===== src/rtl/core/mm3p_pkg.sv =====
// Shared types and constants for the streaming hash token block.
// Holds the mixing constants and the command record passed from the front end
// to the back end. No dependencies.
`timescale 1ns / 1ps
`default_nettype none

package mm3p_pkg;

   localparam logic [63:0] MIX_C1    = 64'h87c3_7b91_1142_53d5;
   localparam logic [63:0] MIX_C2    = 64'h4cf5_ad43_2745_937f;
   localparam logic [63:0] LANE_ADD1 = 64'h0000_0000_52dc_e729;
   localparam logic [63:0] LANE_ADD2 = 64'h0000_0000_3849_5ab5;
   localparam logic [63:0] FMIX_M1   = 64'hff51_afd7_ed55_8ccd;
   localparam logic [63:0] FMIX_M2   = 64'hc4ce_b9fe_1a85_ec53;
   localparam logic [63:0] TOKEN_MIN = 64'h8000_0000_0000_0000;
   localparam logic [63:0] TOKEN_MAX = 64'h7fff_ffff_ffff_ffff;

   localparam logic OP_ABSORB = 1'b0;
   localparam logic OP_FINISH = 1'b1;

   localparam logic CMD_BLOCK  = 1'b0;
   localparam logic CMD_FINISH = 1'b1;

   // One unit of work for the back end: either a full 16-byte block or the
   // finish of a key with its prepared tail words and total length.
   typedef struct packed {
      logic        kind;
      logic        has_lo;
      logic        has_hi;
      logic [63:0] word_lo;
      logic [63:0] word_hi;
      logic [63:0] length;
   } cmd_type;

endpackage

`default_nettype wire


===== src/rtl/core/mm3p_front.sv =====
// Front end: collects key bytes into blocks and prepares finish commands.
// Depends on mm3p_pkg for the command record and the operation codes.
`timescale 1ns / 1ps
`default_nettype none

module mm3p_front (
   input  wire logic        clock,
   input  wire logic        reset,
   input  wire logic        accept,
   input  wire logic        op,
   input  wire logic [7:0]  key_byte,
   output logic             cmd_push,
   output mm3p_pkg::cmd_type cmd
);

   logic [7:0]  bytes_ff [16];
   logic [3:0]  count_ff, count_in;
   logic [63:0] length_ff, length_in;
   logic [63:0] tail_lo;
   logic [63:0] tail_hi;
   logic [63:0] block_lo;
   logic [63:0] block_hi;

   function automatic logic [63:0] byte_sext(input logic [7:0] b);
      return {{56{b[7]}}, b};
   endfunction

   // Tail words: each live byte is sign-extended before it is shifted in.
   always_comb begin
      tail_lo = '0;
      tail_hi = '0;
      for (int i = 0; i < 8; i++) begin
         if (4'(i) < count_ff) begin
            tail_lo = tail_lo ^ (byte_sext(bytes_ff[i]) << (8 * i));
         end
      end
      for (int i = 8; i < 16; i++) begin
         if (4'(i) < count_ff) begin
            tail_hi = tail_hi ^ (byte_sext(bytes_ff[i]) << (8 * (i - 8)));
         end
      end
   end

   // The sixteenth byte arrives on the port and goes straight into the block.
   always_comb begin
      for (int i = 0; i < 8; i++) begin
         block_lo[8*i +: 8] = bytes_ff[i];
      end
      for (int i = 0; i < 7; i++) begin
         block_hi[8*i +: 8] = bytes_ff[i+8];
      end
      block_hi[63:56] = key_byte;
   end

   always_comb begin
      count_in    = count_ff;
      length_in   = length_ff;
      cmd_push    = 1'b0;
      cmd.kind    = mm3p_pkg::CMD_BLOCK;
      cmd.has_lo  = 1'b0;
      cmd.has_hi  = 1'b0;
      cmd.word_lo = block_lo;
      cmd.word_hi = block_hi;
      cmd.length  = length_ff;
      if (accept) begin
         if (op == mm3p_pkg::OP_ABSORB) begin
            count_in  = count_ff + 4'd1;
            length_in = length_ff + 64'd1;
            cmd_push  = (count_ff == 4'd15);
         end else begin
            cmd_push    = 1'b1;
            cmd.kind    = mm3p_pkg::CMD_FINISH;
            cmd.has_lo  = (count_ff != 4'd0);
            cmd.has_hi  = (count_ff > 4'd8);
            cmd.word_lo = tail_lo;
            cmd.word_hi = tail_hi;
            count_in    = 4'd0;
            length_in   = 64'd0;
         end
      end
   end

   always_ff @(posedge clock) begin
      if (reset) begin
         count_ff  <= 4'd0;
         length_ff <= 64'd0;
      end else begin
         count_ff  <= count_in;
         length_ff <= length_in;
      end
   end

   always_ff @(posedge clock) begin
      if (accept && (op == mm3p_pkg::OP_ABSORB)) begin
         bytes_ff[count_ff] <= key_byte;
      end
   end

endmodule

`default_nettype wire


===== config.mk =====
export PLATFORM = sky130hd
export DESIGN_NAME = mm3p_front
export DESIGN_NICKNAME = d
export VERILOG_FILES = /design/src/rtl/core/mm3p_pkg.sv /design/src/rtl/core/mm3p_front.sv
export SDC_FILE = /design/constraint.sdc
export NUM_CORES = 1
export LEC_CHECK = 0
export ABC_CLOCK_PERIOD_IN_PS = 3180
export BUFFER_PORTS_ARGS = -buffer_cell sky130_fd_sc_hd__buf_4
export CAP_MARGIN = 20
export CORE_UTILIZATION = 49
export CTS_CLUSTER_DIAMETER = 80
export DETAILED_ROUTE_END_ITERATION = 8
export PLACE_DENSITY = 0.77
export RECOVER_POWER = 100
export SKIP_CTS_REPAIR_TIMING = 1
export SYNTH_ARGS = -nofsm -noshare
export SYNTH_HDL_FRONTEND = slang
export SYNTH_SLANG_ARGS = --single-unit

===== constraint.sdc =====
create_clock -name clock -period 3.18 [get_ports clock]
set_clock_uncertainty 0.15 [all_clocks]
set_input_delay 0.318 -clock clock [delete_from_list [all_inputs] [get_ports clock]]
set_output_delay 0.318 -clock clock [all_outputs]
set_load 0.05 [all_outputs]

==> reports/metrics.cfg, run 1 <==
[run_status]
status=complete, but fails checks
violations=negative setup slack

[logic_synthesis]
syn_area_per_cell_um2=10.4
synth_ff_type=edfxtp_1
synth_top_area_share_pct=40.0
synth_mux_area_share_pct=0.333
synth_nets=882
yosysWarnings=0
synth_top_family_by_area=simple AND/OR/NAND/NOR gates
synth_adder_area_share_pct=0.694
yosysUniqueCellTypes=56
syn-cell-area_mm2=0.00901
synthCells=865
ys_async_sr_fraction_pct=0
synth.most_common_cell=edfxtp_1
synth-xor-area-share_pct=12.1
ys_seq_area_share_pct=55.1
synth_compound_area_share_pct=9.39
synth.area.top_cells=edfxtp_1, dfxtp_1, xnor2_1
synthTopCellsByCount=edfxtp_1, nand2_1, nor2_1, dfxtp_1, a21oi_1
synthSimpleGateAreaFrac_pct=20.2
ys_ff_latch=188
yosysTopAreaCell=edfxtp_1
synth_edf_count=120

[placement]
hpwl_um=15700
dpl_worst_slack_ns=0.00426
port-buffer-count=207
gp_congestion=0.825

[sta]
period_minus_slack_ns=3.46
hold_violations=0
min_period_over_period_pct=109
setup_viol=40
grt_setup_unrepaired=true
maxSlewHeadroom_pct=25.6
max_clock_freq_ghz=0.289
worst-slew-pin-transition_ns=1.12
setup_tns_ns=-5.38
fin_ws_ns=-0.280
maxSlewViolCount=0
hold_ws_ns=0.119

[cells_and_area]
final_util_pct=69.4
antenna_cells=0
layout.nets=1120
synthToLayoutAreaGrowth_pct=38.3
drive_gt1_share_pct=35.7

[hold_path]
hold_end=bytes_ff[1][7]$_DFFE_PP_
min_delay_path_depth=1
hp-start=key_byte[7]
hold_class=primary input to register

[cts]
numClockSinks=188
clk_latency_ns=0.43
root_buffer=clkbuf_16
path_clk_slew_ns=0.06
numCtsBuffers=17
clockBufferDepth=2
cts.htree.levels=4
cts_tree=done

[route]
drtIter0Drc=397
wl_per_cell_um=17.6
num_vias=7308
dr.pass1.iters=5
viasPerCell=5.43
wirelength_um=23600
drcViolationCount=0
detail-route-antenna-nets=0

[job]
maxCapViolCount=0

[worst_setup_path]
critPathRequiredTime_ns=2.71
r2r_end=length_ff[52]$_SDFFE_PP0P_
ff2ff_path_depth=8
worstSetupPathType=register to primary output
start_kind=register
ff2ff_setup_slack_ns=0.43
r2r_start=length_ff[1]$_SDFFE_PP0P_
critical_path_arrival_ns=2.99
cp_max_fo=7
cp-end-kind=primary output

[die]
coreArea_mm2=0.0180
num_rows=49
start_util_pct=50.2
ios=208
die_w_um=138
die_area_mm2=0.0189
die_h_um=138

[power_and_ir_drop]
p_leak_uw=0.00485
max-vdd-ir-drop_uv=369
p_per_area_mw_per_mm2=416

[global_route]
grtUsageTotal_pct=24.3
antenna_found_initial=0
grt_pass1_wl_um=34700
grt_pass1_vias=6613
grt_remaining_overflow=0
grt_max_degree=46

==> kinds of logic (layout without fill, tap and decap cells) <==
group	after synthesis	count (layout)
compound gates	134	134
xor+xnor	121	121
fa+ha+maj	5	5
buf+inv	50	300
flops	188	188
mux	3	3
simple gates	364	365
==> worst max-delay path by stage <==
stage	from	to	slack, ns	cells past startpoint
after floorplan	count_ff[1]$_SDFFE_PP0P_	cmd[184]	-0.15	11
after global placement	count_ff[0]$_SDFFE_PP0P_	cmd[114]	0.09	11
after detailed placement	count_ff[0]$_SDFFE_PP0P_	cmd[113]	0.004	11
after CTS	count_ff[0]$_SDFFE_PP0P_	cmd[186]	-0.50	11
after global routing	count_ff[1]$_SDFFE_PP0P_	cmd[122]	-0.36	11
final	count_ff[1]$_SDFFE_PP0P_	cmd[120]	-0.28	13
==> sequential cells by signal, summed over array words and instances (netlist names) <==
name and flops:
length_ff 64, bytes_ff 120, count_ff 4
==> report_power, final <==
part	internal, µW	switching, µW
combinational	190	435
sequential	2600	5.24
clock	1080	871
total	3870	1310
==> worst max-delay path, cell delays in order, from the launching register on <==
cell	delay, ns
dfxtp_2	0.35
inv_2	0.05
ha_4	0.18
buf_4	0.15
nand2b_4	0.13
xnor2_1	0.12
nand2_1	0.07
xnor3_2	0.48
xor2_4	0.18
buf_12	0.15
xor2_4	0.24
nor2_4	0.09
a21o_2	0.21
buf_6	0.15
==> layer usage <==
layer / up-vias / track usage [%] / wire length [µm]
met5: - / 0 / 0
met4: 0 / 6.53 / 277
met3: 22 / 6.95 / 1850
met2: 273 / 40.5 / 11600
met1: 3513 / 30.6 / 9880
li1: 3500 / - / -
==> area by class of cell <==
cell class,instances,area [µm²]
fillers,1321,5500
flip-flops and latches,188,4970
multi-input cells,628,4460
repair buffers,259,2180
clock buffers,23,489
well taps,229,287
clock inverters,9,46.3
inverters,9,33.8
==> cell usage in the layout, fill, tap and decap left out, types with 6 or more instances in the layout <==
master / Yosys / layout
o21ai_2: 0 / 6
nor3_1: 8 / 8
dfxtp_1: 68 / 64
edfxtp_1: 120 / 120
a21oi_4: 0 / 11
nor2_1: 75 / 70
xnor2_1: 60 / 41
clkbuf_16: 0 / 19
o221a_2: 8 / 8
nand3_1: 44 / 40
nor2_2: 3 / 7
a21o_1: 17 / 8
clkbuf_1: 31 / 9
xor2_2: 0 / 7
buf_4: 0 / 200
xnor2_2: 0 / 17
buf_6: 1 / 45
inv_1: 9 / 10
a21oi_1: 62 / 39
nor2b_1: 15 / 14
xor2_1: 59 / 50
and3_1: 17 / 17
nand4_1: 16 / 16
o21ai_0: 19 / 12
o22a_1: 7 / 7
a21oi_2: 0 / 12
nand2_1: 112 / 112
a21o_2: 0 / 9
or3_1: 14 / 14
and2_1: 23 / 22
==> stage by stage <==
step                instance area, µm²  std cells  power (µW)
floorplan                         9390        865        3050
global placement                 11300       1294        3250
detailed placement               11300       1294        3250
CTS                              11900       1326        5170
global route                     12500       1345        5340
finish                           12500       1345        5180
(Power assumes the default switching activity.)
==> run 2: changes to the inputs <==
RECOVER_POWER = unset   (was 100)
==> run 2 against run 1 <==
  * The run still ends with negative setup slack left
  * Sequential share of layout area shrank 0.072 points
  * Core utilization grew 0.13 points
  * Power grew 0.19%
  * Register-to-register slack is essentially flat
  * Hold slack lost 0.0067 ns
  * Largest power group unchanged
==> reports/metrics.cfg, run 2 (same netlist as run 1, synthesis figures left out) <==
[die]
num_rows=49  ; unchanged
ios=208  ; unchanged
die_area_mm2=0.0189  ; unchanged
die_h_um=138  ; unchanged
start_util_pct=50.2  ; unchanged
die_w_um=138  ; unchanged
coreArea_mm2=0.0180  ; unchanged

[sta]
maxSlewHeadroom_pct=43.6  ; +18 points
setup_tns_ns=-5.60  ; -0.223 ns
hold_violations=0  ; unchanged
period_minus_slack_ns=3.46  ; +0.00313 ns
worst-slew-pin-transition_ns=0.838  ; -0.278 ns
maxSlewViolCount=0  ; unchanged
fin_ws_ns=-0.283  ; -0.00313 ns
setup_viol=44  ; +10%
grt_setup_unrepaired=true
hold_ws_ns=0.112  ; -0.00672 ns
max_clock_freq_ghz=0.289  ; about the same
min_period_over_period_pct=109  ; about the same

[power_and_ir_drop]
p_sw_uw=1320  ; +0.58%
max-vdd-ir-drop_uv=376  ; +1.9%
pwr-share-seq_pct=50.2  ; about the same
pwr-share-clk_pct=37.7  ; about the same
p_comb_share_pct=12.1  ; about the same
p_per_area_mw_per_mm2=416  ; about the same
p_leak_uw=0.00487  ; +0.45%
power.internal_uw=3870  ; about the same
p_total_uw=5190  ; +0.19%
switching_share_pct=25.4  ; +0.10 points

[cts]
cts_tree=done
root_buffer=clkbuf_16
path_clk_slew_ns=0.06  ; about the same
clockBufferDepth=2  ; unchanged
clk_latency_ns=0.43  ; about the same
numClockSinks=188  ; unchanged
numCtsBuffers=17  ; unchanged
cts.htree.levels=4  ; unchanged

[route]
num_vias=7301  ; -0.096%
drcViolationCount=0  ; unchanged
drtIter0Drc=398  ; +0.25%
viasPerCell=5.43  ; about the same
dr.pass1.iters=6  ; +1
detail-route-antenna-nets=0  ; unchanged
wl_per_cell_um=17.6  ; about the same
wirelength_um=23700  ; about the same

[global_route]
grtUsageTotal_pct=24.3  ; unchanged
grt_pass1_vias=6613  ; unchanged
grt_remaining_overflow=0  ; unchanged
grt_max_degree=46  ; unchanged
grt_pass1_wl_um=34700  ; unchanged
antenna_found_initial=0  ; unchanged

[run_status]
status=complete, but fails checks
violations=negative setup slack

[worst_setup_path]
worstSetupPathType=register to primary output
cp_max_fo=7  ; unchanged
worst_path_max_delay_cell=xnor3_2
path_delay_family=XOR/XNOR gates
crit_buf_inv=4  ; unchanged
critPathRequiredTime_ns=2.71  ; about the same
crit_top_cell=xor2_4
critical_path_arrival_ns=2.99  ; about the same
cp-end-kind=primary output
slowest_delay_ns=0.48  ; about the same
start_kind=register
path_cells=inv_2 > ha_4 > buf_4 > nand2b_4 > xnor2_1 > nand2_1 > xnor3_2 > xor2_4 > buf_12 > xor2_4 > nor2_4 > a21o_2 > buf_6

[placement]
port-buffer-count=207  ; unchanged
dpl_worst_slack_ns=0.00426  ; unchanged
hpwl_um=15700  ; unchanged
gp_congestion=0.825  ; unchanged
place_area_mm2=0.0113  ; unchanged

[cells_and_area]
synthToLayoutAreaGrowth_pct=38.5
seq_area_mm2=0.00497  ; unchanged
drive_gt1_share_pct=36.2  ; +0.54 points
largest_register=bytes_ff
layout_commonest_cell=buf_4
layout_common_cells=buf_4, edfxtp_1, nand2_1, nor2_1, dfxtp_1
largest_register_ffs=120  ; unchanged
multi_input_area_mm2=0.00446  ; unchanged
fillerInstances=1318  ; -0.23%
antenna_cells=0  ; unchanged
layout.nets=1120  ; unchanged
top_regs=bytes_ff (120), length_ff (64), count_ff (4)
stdcell_area_mm2=0.0125  ; +0.18%

[hold_path]
hold_class=primary input to register

[job]
maxCapViolCount=0  ; unchanged

-- run 2: changes by cell type in the layout (fill, tap and decap cells not counted), sizes merged --
cell and delta:
buf +6, clkbuf -6
-- run 2: area by class of cell --
| type | instances | area share [%] |
|---|---|---|
| Sequential cell | 188 | 39.8 |
| Inverter | 9 | 0.271 |
| Clock inverter | 9 | 0.371 |
| Clock buffer | 23 | 3.92 |
| Multi-Input combinational cell | 628 | 35.7 |
| Timing Repair Buffer | 259 | 17.6 |
| Tap cell | 229 | 2.30 |
-- run 2: worst reg2reg max path, cell delays in order (launching register included) --
cell and delay, ns:
dfxtp_1 0.40, ha_1 0.22, nand4_2 0.14, or2_1 0.35, nor4_4 0.36, nand2_2 0.11, or3_1 0.44, or3_1 0.38
a21oi_1 0.14
-- run 2: worst paths after layout --
check                                               start                    endpoint  slack, ns  depth (start not counted)
worst min-delay path                          key_byte[7]    bytes_ff[3][7]$_DFFE_PP_       0.11                          1
worst max-delay path             count_ff[1]$_SDFFE_PP0P_                    cmd[120]      -0.28                         13
worst min register to register   count_ff[2]$_SDFFE_PP0P_    count_ff[2]$_SDFFE_PP0P_       0.33                          2
worst max register to register  length_ff[1]$_SDFFE_PP0P_  length_ff[52]$_SDFFE_PP0P_       0.43                          8
-- run 2: power groups by stage --
stage | combinational (µW) | sequential, µW | clock, µW
2_1_floorplan | 388 | 2670 | 0
3_3_place_gp | 588 | 2660 | 0
3_5_place_dp | 594 | 2660 | 0
4_1_cts | 594 | 2610 | 1970
5_1_grt | 659 | 2610 | 2080
6_report | 628 | 2610 | 1960
-- run 2: through the flow --
stage,cells,util [%]
after detailed placement,1294,63.0
final,1345,69.5
after global routing,1345,69.5
after floorplan,865,-
after global placement,1294,63.0
after CTS,1326,66.0
-- run 2: routing by layer --
metal | up-vias | global-route usage, % | share of wire (%)
met2 | 275 | 40.5 | 49
met5 | - | 0 | 0
met4 | 0 | 6.53 | 1.3
met1 | 3503 | 30.6 | 42
li1 | 3502 | - | -
met3 | 21 | 6.95 | 7.9
