==> src/rtl/core/mm3p_fifo.sv <==
// Small first-in first-out queue of generic width and depth.
// Used between the front and back ends and for waiting results. No dependencies.
`timescale 1ns / 1ps
`default_nettype none

module mm3p_fifo #(
   parameter int WIDTH = 8,
   parameter int DEPTH = 2
) (
   input  wire logic             clock,
   input  wire logic             reset,
   input  wire logic             push,
   input  wire logic [WIDTH-1:0] push_data,
   output logic                  full,
   input  wire logic             pop,
   output logic [WIDTH-1:0]      pop_data,
   output logic                  empty
);

   localparam int IDX_W = $clog2(DEPTH);
   localparam int CNT_W = $clog2(DEPTH + 1);

   logic [WIDTH-1:0] mem_ff [DEPTH];
   logic [IDX_W-1:0] wr_ptr_ff, wr_ptr_in;
   logic [IDX_W-1:0] rd_ptr_ff, rd_ptr_in;
   logic [CNT_W-1:0] count_ff, count_in;
   logic             do_push;
   logic             do_pop;

   assign full     = (count_ff == CNT_W'(DEPTH));
   assign empty    = (count_ff == '0);
   assign do_push  = push && !full;
   assign do_pop   = pop && !empty;
   assign pop_data = mem_ff[rd_ptr_ff];

   always_comb begin
      wr_ptr_in = wr_ptr_ff;
      rd_ptr_in = rd_ptr_ff;
      count_in  = count_ff;
      if (do_push) begin
         wr_ptr_in = (wr_ptr_ff == IDX_W'(DEPTH - 1)) ? '0 : wr_ptr_ff + 1'b1;
      end
      if (do_pop) begin
         rd_ptr_in = (rd_ptr_ff == IDX_W'(DEPTH - 1)) ? '0 : rd_ptr_ff + 1'b1;
      end
      if (do_push && !do_pop) begin
         count_in = count_ff + 1'b1;
      end else if (do_pop && !do_push) begin
         count_in = count_ff - 1'b1;
      end
   end

   always_ff @(posedge clock) begin
      if (reset) begin
         wr_ptr_ff <= '0;
         rd_ptr_ff <= '0;
         count_ff  <= '0;
      end else begin
         wr_ptr_ff <= wr_ptr_in;
         rd_ptr_ff <= rd_ptr_in;
         count_ff  <= count_in;
      end
   end

   always_ff @(posedge clock) begin
      if (do_push) begin
         mem_ff[wr_ptr_ff] <= push_data;
      end
   end

endmodule

`default_nettype wire

==> config.mk <==
export PLATFORM = sky130hd
export DESIGN_NAME = mm3p_fifo
export DESIGN_NICKNAME = d
export VERILOG_FILES = /design/src/rtl/core/mm3p_fifo.sv
export SDC_FILE = /design/constraint.sdc
export NUM_CORES = 1
export LEC_CHECK = 0
export BUFFER_PORTS_ARGS = -buffer_cell sky130_fd_sc_hd__buf_4
export CAP_MARGIN = 10
export CORE_MARGIN = 3
export CORE_UTILIZATION = 35
export CTS_CLUSTER_SIZE = 24
export DETAILED_ROUTE_END_ITERATION = 10
export PLACE_DENSITY = 0.69
export SLEW_MARGIN = 20
export SYNTH_ARGS = -nofsm -noshare
export SYNTH_HDL_FRONTEND = slang
export SYNTH_SLANG_ARGS = --single-unit
==> constraint.sdc <==
create_clock -name clock -period 1.5 [get_ports clock]
set_clock_uncertainty 0.15 [all_clocks]
set_input_delay 0.3 -clock clock [delete_from_list [all_inputs] [get_ports clock]]
set_output_delay 0.3 -clock clock [all_outputs]
set_load 0.01 [all_outputs]
==> results of run 1 <==
==> metal layers <==
metal | routed length [um] | up-vias
li1 | - | 245
met1 | 562 | 217
met2 | 689 | 16
met3 | 96 | 0
met4 | 0 | 0
met5 | 0 | -
==> power by group through the flow <==
stage                     Clock, mW  Combinational, mW  Sequential, mW
after CTS                     0.268              0.872           0.808
after global placement            0              0.721           0.804
after detailed placement          0              0.737           0.813
final                         0.255              0.928           0.810
after floorplan                   0              0.353           0.803
after global routing          0.294               1.00           0.818
==> cells by family (layout without fill, tap and decap cells) <==
group	Yosys count	count (layout)
xor+xnor	3	3
compound gates	5	5
simple gates	9	9
buf+inv	3	35
flops	21	21
fa+ha+maj	1	1
mux	8	8
==> final cells by class <==
cell class	instances	area share
flip-flops and latches	21	0.484
repair buffers	29	0.241
multi-input cells	26	0.219
well taps	27	0.0278
clock buffers	3	0.0186
inverters	2	0.00619
clock inverters	1	0.00412
==> state kept, by name, indices dropped and copies added, names as in the netlist, named ones only <==
signal / flops
count_ff: 2
mem_ff: 16
rd_ptr_ff: 1
wr_ptr_ff: 1
==> cell usage in the layout, fill, tap and decap left out <==
cell	instances
nor2_4	1
buf_12	3
dfxtp_4	1
a21oi_1	1
buf_4	16
mux2_4	8
edfxtp_1	16
nor2_2	1
clkbuf_4	3
a21oi_2	1
ha_4	1
nor2_1	3
dfxtp_1	2
inv_2	1
or3_1	2
nor2b_4	1
buf_6	10
xor2_1	3
inv_1	1
and2_1	1
o21ai_2	1
o21ai_0	2
clkinv_2	1
dfxtp_2	2
==> per-stage QoR <==
step,TNS (ps),cell area [um2],power [mW]
3_3_place_gp,-21.2,1080,1.53
2_1_floorplan,-61.1,801,1.16
4_1_cts,-1390,1180,1.95
5_1_grt,-1810,1210,2.11
6_report,-1230,1210,1.99
3_5_place_dp,-82.1,1080,1.55
==> repair_timing <==
| item | 4_1_cts | 5_1_grt |
|---|---|---|
| buffers inserted | 1 | 0 |
| gates resized for setup | 20 | 8 |
| cloned | 0 | 0 |
| setup endpoints to repair | 9 | 20 |
| pin swaps | 1 | 4 |
==> worst reg2reg max path: cells and delay by family, from the launching register on <==
family          cells  cell delay [ps]
simple gates        3              580
fa+ha+maj           1              150
xor+xnor            1              140
flops               1              370
compound gates      1              110
==> worst paths after layout <==
kind | end | slack, ps | cells after the start
min | count_ff[1] | 30 | 2
min reg2reg | rd_ptr_ff | 370 | 2
max | pop_data[5] | -150 | 3
max reg2reg | count_ff[1] | -60 | 6
==> results.md, run 1 <==
* Status: complete, but fails checks
* Failing checks: setup timing
* Seq/Total Area, Yosys at 0.732
* Die area at 2870 um2
* Yosys warns at 0
* Skew-Pair Late Insertion Delay at 290 ps
* Finished Core Util at 0.589
* Synth cell types at 13
* Row Count at 16
* Clk pwr share at 0.128
* Depth of the CTS H-tree at 1
* Mapped Nets at 63
* Mapped Cells at 50
* Worst Hold Class: in2reg
* Switching power at 570 uW
* Start of the worst register-to-register path: count_ff[1]
* Final count of pins violating max slew at 0
* Logic pwr share at 0.466
* Chip height at 53.6 um
* Hold Vio Cnt, Final at 0
* Hold_sp: reset
* Post-Route WL at 1350 um
* I/O pins at 22
* GR Layer Usage met3 at 0.0249
* Max cap viols at 0
* Dpl cells at 104
* Synth Area in Adders at 0.0158
* RSZ-0062 raised after global routing: true
* Remaining DRCs at 0
* Antenna violations before repair at 0
* Met1 GRT Util at 0.108
* Synth top area share at 0.606
* First-pass GRT wire length at 1970 um
* Clock sink total at 21
* Mapped cell area at 793 um2
* FF+latch count, synth at 21
* Crit-path cells: buf_12, mux2_4, buf_6
* Relative slew margins at 0.851
* Crit path kind: reg2out
* Root Buffer: clkbuf_4
* Peak VDD IR at 932 uV
* GRT Overall Usage at 0.0937
* Multi-input gate area in the final layout at 265 um2
* Top post-synthesis cells by area: edfxtp_1 61%, dfxtp_1 13%, mux2_2 11%
* CTS Buf Count at 3
* Max Root-Sink Buffers at 2
* Met2 Usage GRT at 0.169
* Pre-CTS setup slack at -82.1 ps
* Crit-path leading delay family: flip-flops
* Multiplexer share of the synthesized area at 0.114
* CP startpoint kind: flop
* Top cell type by total area after synthesis: edfxtp_1
* Top-count cell post-synth: edfxtp_1
* Vias per cell at 4.39
* Final setup viols at 10
* Finished Layout Cells at 109
* Switching portion of total power at 0.286
* ANT nets after route at 0
* Largest net degree at the start of global routing at 13
* Busiest grt layer: met2
* XOR/XNOR share of the synthesized area at 0.0331
* Final worst setup slack at -150 ps
* Crit path capture type: output port
* Vias in the first global route at 487
* Fmax at 606 MHz
* Final nets at 96
* First DRT Iteration DRCs at 6
* CP max-delay cell: dfxtp_2
* Tcrit/Tclk final at 1.10
* Crit-path max FO at 8
* Die Wd at 53.6 um
* Post-layout min period at 1650 ps
* Slowest stage delay, CP at 360 ps
* EDFF count, synth at 16
* Share of cells above drive strength 1 at 0.622
* Post-synthesis compound-gate area fraction at 0.0315
* Initial Utilization at 0.385
* Drt wl/cell at 12.4 um
* Simple-gate portion of the synthesized area at 0.0584
* CP Data Arrival Time at 1200 ps
* Hold WS at 33.4 ps
* Power Internal at 1.42 mW
* CTS tree: built
* Hold Buf Count CTS at 0
* Filler cells at 172
* Syn-to-layout area delta at 53.0%
* Commonest cells post-synth: 16 x edfxtp_1, 8 x mux2_2, 5 x dfxtp_1, 5 x nor2_1
* Inserted Diodes at 0
* Register Area at 587 um2
* DR vias at 478
* Buf+Inv Stages, Crit Path at 2
* Sequential Power Share at 0.406
* Slew @ Worst Pin at 224 ps
* DR pass1 iterations at 2
* Largest family of logic cells by synthesized area: multiplexers
* Asr flop ratio synth at 0
* Required @ worst endpoint at 1050 ps
* Pwr dens at 1640 nW/um2
* Placer Congestion at 0.753
* Synth Flop Type: edfxtp_1
* Leak pwr at 0.493 nW
* Buffers on Ports at 21
* Core Area at 2060 um2
* Remaining global-route overflow at 0
* CTS clk-pin slew, worst paths at 110 ps
* Mean Syn Cell Area at 15.9 um2
Power figures use the tool's default switching activity.
==> run 2, diff against run 1 <==
--- a/config.mk
+++ b/config.mk
@@ -16,3 +16,4 @@
 export SYNTH_ARGS = -nofsm -noshare
 export SYNTH_HDL_FRONTEND = slang
 export SYNTH_SLANG_ARGS = --single-unit
+export TNS_END_PERCENT = 30
==> results.md, run 2 (synthesis gave the netlist of run 1 again) <==
* Worst Hold Class: in2reg
* Buffers on Ports at 21
* Setup repair bufs after CTS at 0
* Vias per cell at 4.32
* RSZ-0062 raised after global routing: true
* Root Buffer: clkbuf_4
* Peak VDD IR at 950 uV
* Drt wl/cell at 12.0 um
* Inserted Diodes at 0
* Initial Utilization at 0.385
* Largest register FFs at 16
* Post-layout min period at 1650 ps
* Hold Vio Cnt, Final at 0
* Final worst setup slack at -154 ps
* Met1 GRT Util at 0.108
* Met2 Usage GRT at 0.169
* Status: complete, but fails checks
* Remaining DRCs at 0
* Filler cells at 176
* Finished Core Util at 0.567
* Multi-input gate area in the final layout at 239 um2
* Crit-path cells: buf_12, mux2_4, buf_6
* Crit path kind: reg2out
* Skew-Pair Late Insertion Delay at 290 ps
* Commonest non-fill, non-tap cell in the layout: buf_4
* Area after DPL at 1080 um2
* CP max-delay cell: dfxtp_2
* Core Area at 2060 um2
* Hold path depth at 2
* Pre-CTS setup slack at -82.1 ps
* Worst min-delay path endpoint: count_ff[1]
* Finished Layout Cells at 108
* Relative slew margins at 0.862
* Slew @ Worst Pin at 205 ps
* Final nets at 95
* Commonest non-fill, non-tap cells in the layout: 17 x buf_4, 16 x edfxtp_1, 8 x mux2_4, 8 x buf_6, 5 x nor2_1
* Die Wd at 53.6 um
* Busiest grt layer: met2
* Antenna violations before repair at 0
* ANT nets after route at 0
* Crit path capture type: output port
* Largest net degree at the start of global routing at 13
* CTS tree: built
* Row Count at 16
* Crit-path max FO at 8
* Top Registers: mem_ff: 16 flops, count_ff: 2 flops
* GR Layer Usage met3 at 0.0222
* Register Area at 584 um2
* Final setup viols at 9
* First-pass GRT wire length at 1960 um
* Overall Power at 1.90 mW
* Fmax at 605 MHz
* DR vias at 467
* Final count of pins violating max slew at 0
* Hold_sp: reset
* Tcrit/Tclk final at 1.10
* First DRT Iteration DRCs at 5
* Share of cells above drive strength 1 at 0.556
* Placer Congestion at 0.753
* Clock sink total at 21
* Worst Reg-to-Reg Cells at 5
* Top reg by flops: mem_ff
* GRT Overall Usage at 0.0931
* Pwr dens at 1620 nW/um2
* CTS clk-pin slew, worst paths at 110 ps
* CTS Buf Count at 3
* Vias in the first global route at 487
* Chip height at 53.6 um
* Slowest stage delay, CP at 360 ps
* Leak pwr at 0.485 nW
* Dpl cells at 104
* Remaining global-route overflow at 0
* Final non-filler cell area at 1170 um2
* Depth of the CTS H-tree at 1
* I/O pins at 22
* Reg-to-reg endpoint: count_ff[1]
* Max cap viols at 0
* Syn-to-layout area delta at 47.5%
* Required @ worst endpoint at 1050 ps
* DR pass1 iterations at 2
* Start of the worst register-to-register path: count_ff[1]
* Reg-to-reg setup timing slack at -100 ps
* Max Root-Sink Buffers at 2
* Failing checks: setup timing
* Post-Route WL at 1290 um
* CP startpoint kind: flop
* CP Data Arrival Time at 1200 ps
* Die area at 2870 um2
[run 2: worst max-delay path, delay by kind of cell (launching register included)]
family / cells / cell delay, ps
buf+inv: 2 / 250
flops: 1 / 360
mux: 1 / 300
[run 2: layout make-up]
type,count,share of cell area
timing repair buffer,28,0.237
clock buffer,3,0.0193
tap,27,0.0289
sequential,21,0.499
multi-input combinational,26,0.204
inverter,2,0.00642
clock inverter,1,0.00428
[run 2: timing repair]
item / in CTS / in global routing
resized for setup: 17 / 1
hold buffers: 0 / 0
endpoints found under the hold margin: 0 / 0
endpoints found under the setup margin: 9 / 11
[run 2: how the worst max path moves through the flow]
stage                startpoint           to  slack (ps)
CTS                        flop  pop_data[5]        -170
detailed placement  count_ff[1]  count_ff[1]         -80
floorplan           count_ff[1]  count_ff[1]         -60
global route               flop  pop_data[2]        -190
finish                     flop  pop_data[5]        -150
global placement    count_ff[1]  count_ff[1]         -20
[run 2: power by group]
part           leakage [nW]  internal (mW)  total, mW  switching (mW)
clock                0.0177         0.0989      0.257           0.158
sequential            0.192          0.750      0.801          0.0516
combinational         0.276          0.517      0.841           0.324
total                 0.485           1.37       1.90           0.534
[run 2: routing by layer]
layer | vias up | wire length (um)
li1 | 244 | -
met1 | 207 | 573
met2 | 16 | 634
met3 | 0 | 82
met4 | 0 | 0
met5 | - | 0
[run 2: metrics by stage]
step | TNS [ps] | hold WS [ps]
2_1_floorplan | -61.1 | 212
3_3_place_gp | -21.2 | 318
3_5_place_dp | -82.1 | 327
4_1_cts | -1420 | 30.2
5_1_grt | -1790 | 17.7
6_report | -1290 | 35.9
==> run 3, diff against run 2 <==
--- a/config.mk
+++ b/config.mk
@@ -5,12 +5,13 @@
 export SDC_FILE = /design/constraint.sdc
 export NUM_CORES = 1
 export LEC_CHECK = 0
+export ABC_AREA = 1
 export BUFFER_PORTS_ARGS = -buffer_cell sky130_fd_sc_hd__buf_4
 export CAP_MARGIN = 10
-export CORE_MARGIN = 3
 export CORE_UTILIZATION = 35
 export CTS_CLUSTER_SIZE = 24
 export DETAILED_ROUTE_END_ITERATION = 10
+export GPL_ROUTABILITY_DRIVEN = 1
 export PLACE_DENSITY = 0.69
 export SLEW_MARGIN = 20
 export SYNTH_ARGS = -nofsm -noshare
==> results.md, run 3 <==
* Slew @ Worst Pin at 139 ps
* Share of cells above drive strength 1 at 0.522
* Remaining DRCs at 0
* Start of the worst register-to-register path: count_ff[0]
* Final setup viols at 8
* CP max-delay cell: dfxtp_2
* Mapped Nets at 75
* CTS tree: built
* Top reg by flops: mem_ff
* Leak pwr at 0.499 nW
* Setup repair bufs after CTS at 0
* Status: complete, but fails checks
* Filler cells at 202
* Crit-path max FO at 8
* Placer Congestion at 0.671
* Relative slew margins at 0.907
* Buffers on Ports at 21
* Synth Flop Type: edfxtp_1
* Top-count cell post-synth: edfxtp_1
* Max cap viols at 0
* Mapped cell area at 828 um2
* Die Wd at 50.6 um
* Stages on worst setup path at 3
* Peak VDD IR at 936 uV
* DR vias at 537
* Final count of pins violating max slew at 0
* EDFF count, synth at 16
* CTS Buf Count at 3
* ANT nets after route at 0
* Failing checks: setup timing
* Yosys warns at 0
* Asr flop ratio synth at 0
* Slowest stage delay, CP at 360 ps
* Hold Vio Cnt, Final at 0
* Mean Syn Cell Area at 13.4 um2
* Commonest non-fill, non-tap cells in the layout: 18 x buf_4, 16 x edfxtp_1, 9 x nor2_1, 8 x mux2_4, 8 x buf_6
* Root Buffer: clkbuf_4
* Crit path kind: reg2out
* First-pass GRT wire length at 2140 um
* Mapped Cells at 62
* I/O pins at 22
* Pwr dens at 1560 nW/um2
* Hold_sp: push_data[3]
* First DRT Iteration DRCs at 4
* Buf+Inv Stages, Crit Path at 2
* Crit path capture type: output port
* Syn-to-layout area delta at 41.5%
* Worst Reg-to-Reg Cells at 8
* DR pass1 iterations at 4
* FF+latch count, synth at 21
* CP startpoint kind: flop
* Fmax at 603 MHz
* Seq/Total Area, Yosys at 0.701
* CP Data Arrival Time at 1210 ps
* Synth cell types at 16
* Post-Route WL at 1330 um
* Final worst setup slack at -159 ps
* Commonest cells post-synth: 16 x edfxtp_1, 9 x nor2_1, 8 x mux2_2, 7 x inv_1, 5 x dfxtp_1
* Reg-to-reg setup timing slack at 70 ps
* Top cell type by total area after synthesis: edfxtp_1
* CTS clk-pin slew, worst paths at 110 ps
* Final nets at 106
* Crit-path cells: buf_12, mux2_4, buf_6
* Inserted Diodes at 0
* Antenna violations before repair at 0
* Core Area at 2210 um2
* Max Root-Sink Buffers at 2
* Hold WS at 31.6 ps
* Row Count at 17
* GRT Overall Usage at 0.116
* Largest net degree at the start of global routing at 13
* Hold path depth at 1
* Drt wl/cell at 11.1 um
* Largest register FFs at 16
* Commonest non-fill, non-tap cell in the layout: buf_4
* Die area at 2560 um2
* Top Registers: mem_ff: 16 flops, count_ff: 2 flops
* Tcrit/Tclk final at 1.11
* RSZ-0062 raised after global routing: true
* Crit-path leading delay family: flip-flops
* Top post-synthesis cells by area: edfxtp_1 58%, dfxtp_1 12%, mux2_2 11%
* Remaining global-route overflow at 0
* Post-layout min period at 1660 ps
* Hold Buf Count CTS at 0
* Depth of the CTS H-tree at 1
* Skew-Pair Late Insertion Delay at 290 ps
* Clock sink total at 21
* Synth top area share at 0.580
* Vias in the first global route at 527
* Worst Hold Class: in2reg
* Overall Power at 1.83 mW
* Vias per cell at 4.48
* Required @ worst endpoint at 1050 ps
* Initial Utilization at 0.374
* Detailed Place HPWL at 961 um
* Chip height at 50.6 um
run 3: cell types whose count changed in the layout (fill, tap and decap cells not counted), sizes merged:
cell,previous run,this run
nor2,5,9
o21ai,3,5
nand2,0,4
or3,2,0
buf,28,27
xor2,3,0
nand4,0,1
inv,2,9
nand3,0,1
a21oi,2,1
nor2b,1,0
run 3: through the flow:
step                      cell area, um2  TNS, ps  setup slack [ps]  utilization  instances
after global placement              1070        0              98.3        0.485        116
after global routing                1170    -1710              -211        0.530        120
after floorplan                      828        0              28.8            -         62
final                               1170    -1230              -159        0.530        120
after detailed placement            1070        0              48.0        0.485        116
after CTS                           1160    -1320              -168        0.525        120
run 3: cell type report:
class                      count  area, um2  share of cell area
clock buffer                   3       22.5              0.0192
timing repair buffer          27        245               0.209
sequential                    21        584               0.498
inverter                       9       33.8              0.0288
tap                           28       35.0              0.0299
multi-input combinational     31        246               0.210
clock inverter                 1       5.00             0.00427
run 3: what timing repair did:
item,in CTS,in global routing
hold endpoints to repair,0,0
resized for setup,17,5
setup endpoints to repair,8,10
run 3: kinds of logic after synthesis:
family / share of synthesized area
fa+ha+maj: 0.0151
simple gates: 0.0831
flops: 0.701
mux: 0.109
compound gates: 0.0453
buf+inv: 0.0468
run 3: path summary, 6_finish.rpt:
path / to
max: pop_data[5]
min: mem_ff[1][3]
max reg2reg: count_ff[1]
min reg2reg: wr_ptr_ff
run 3: metal layers:
layer	GRT usage	vias to the layer above	part of all wire
met1	0.131	248	0.41
met3	0.0273	0	0.054
met4	0.0556	0	0
met2	0.204	18	0.53
li1	-	271	-
met5	0	-	0
run 3: power breakdown:
group	leakage, nW	internal, mW	switching [mW]
registers	0.192	0.749	0.0557
logic	0.290	0.436	0.336
clock network	0.0177	0.0991	0.159
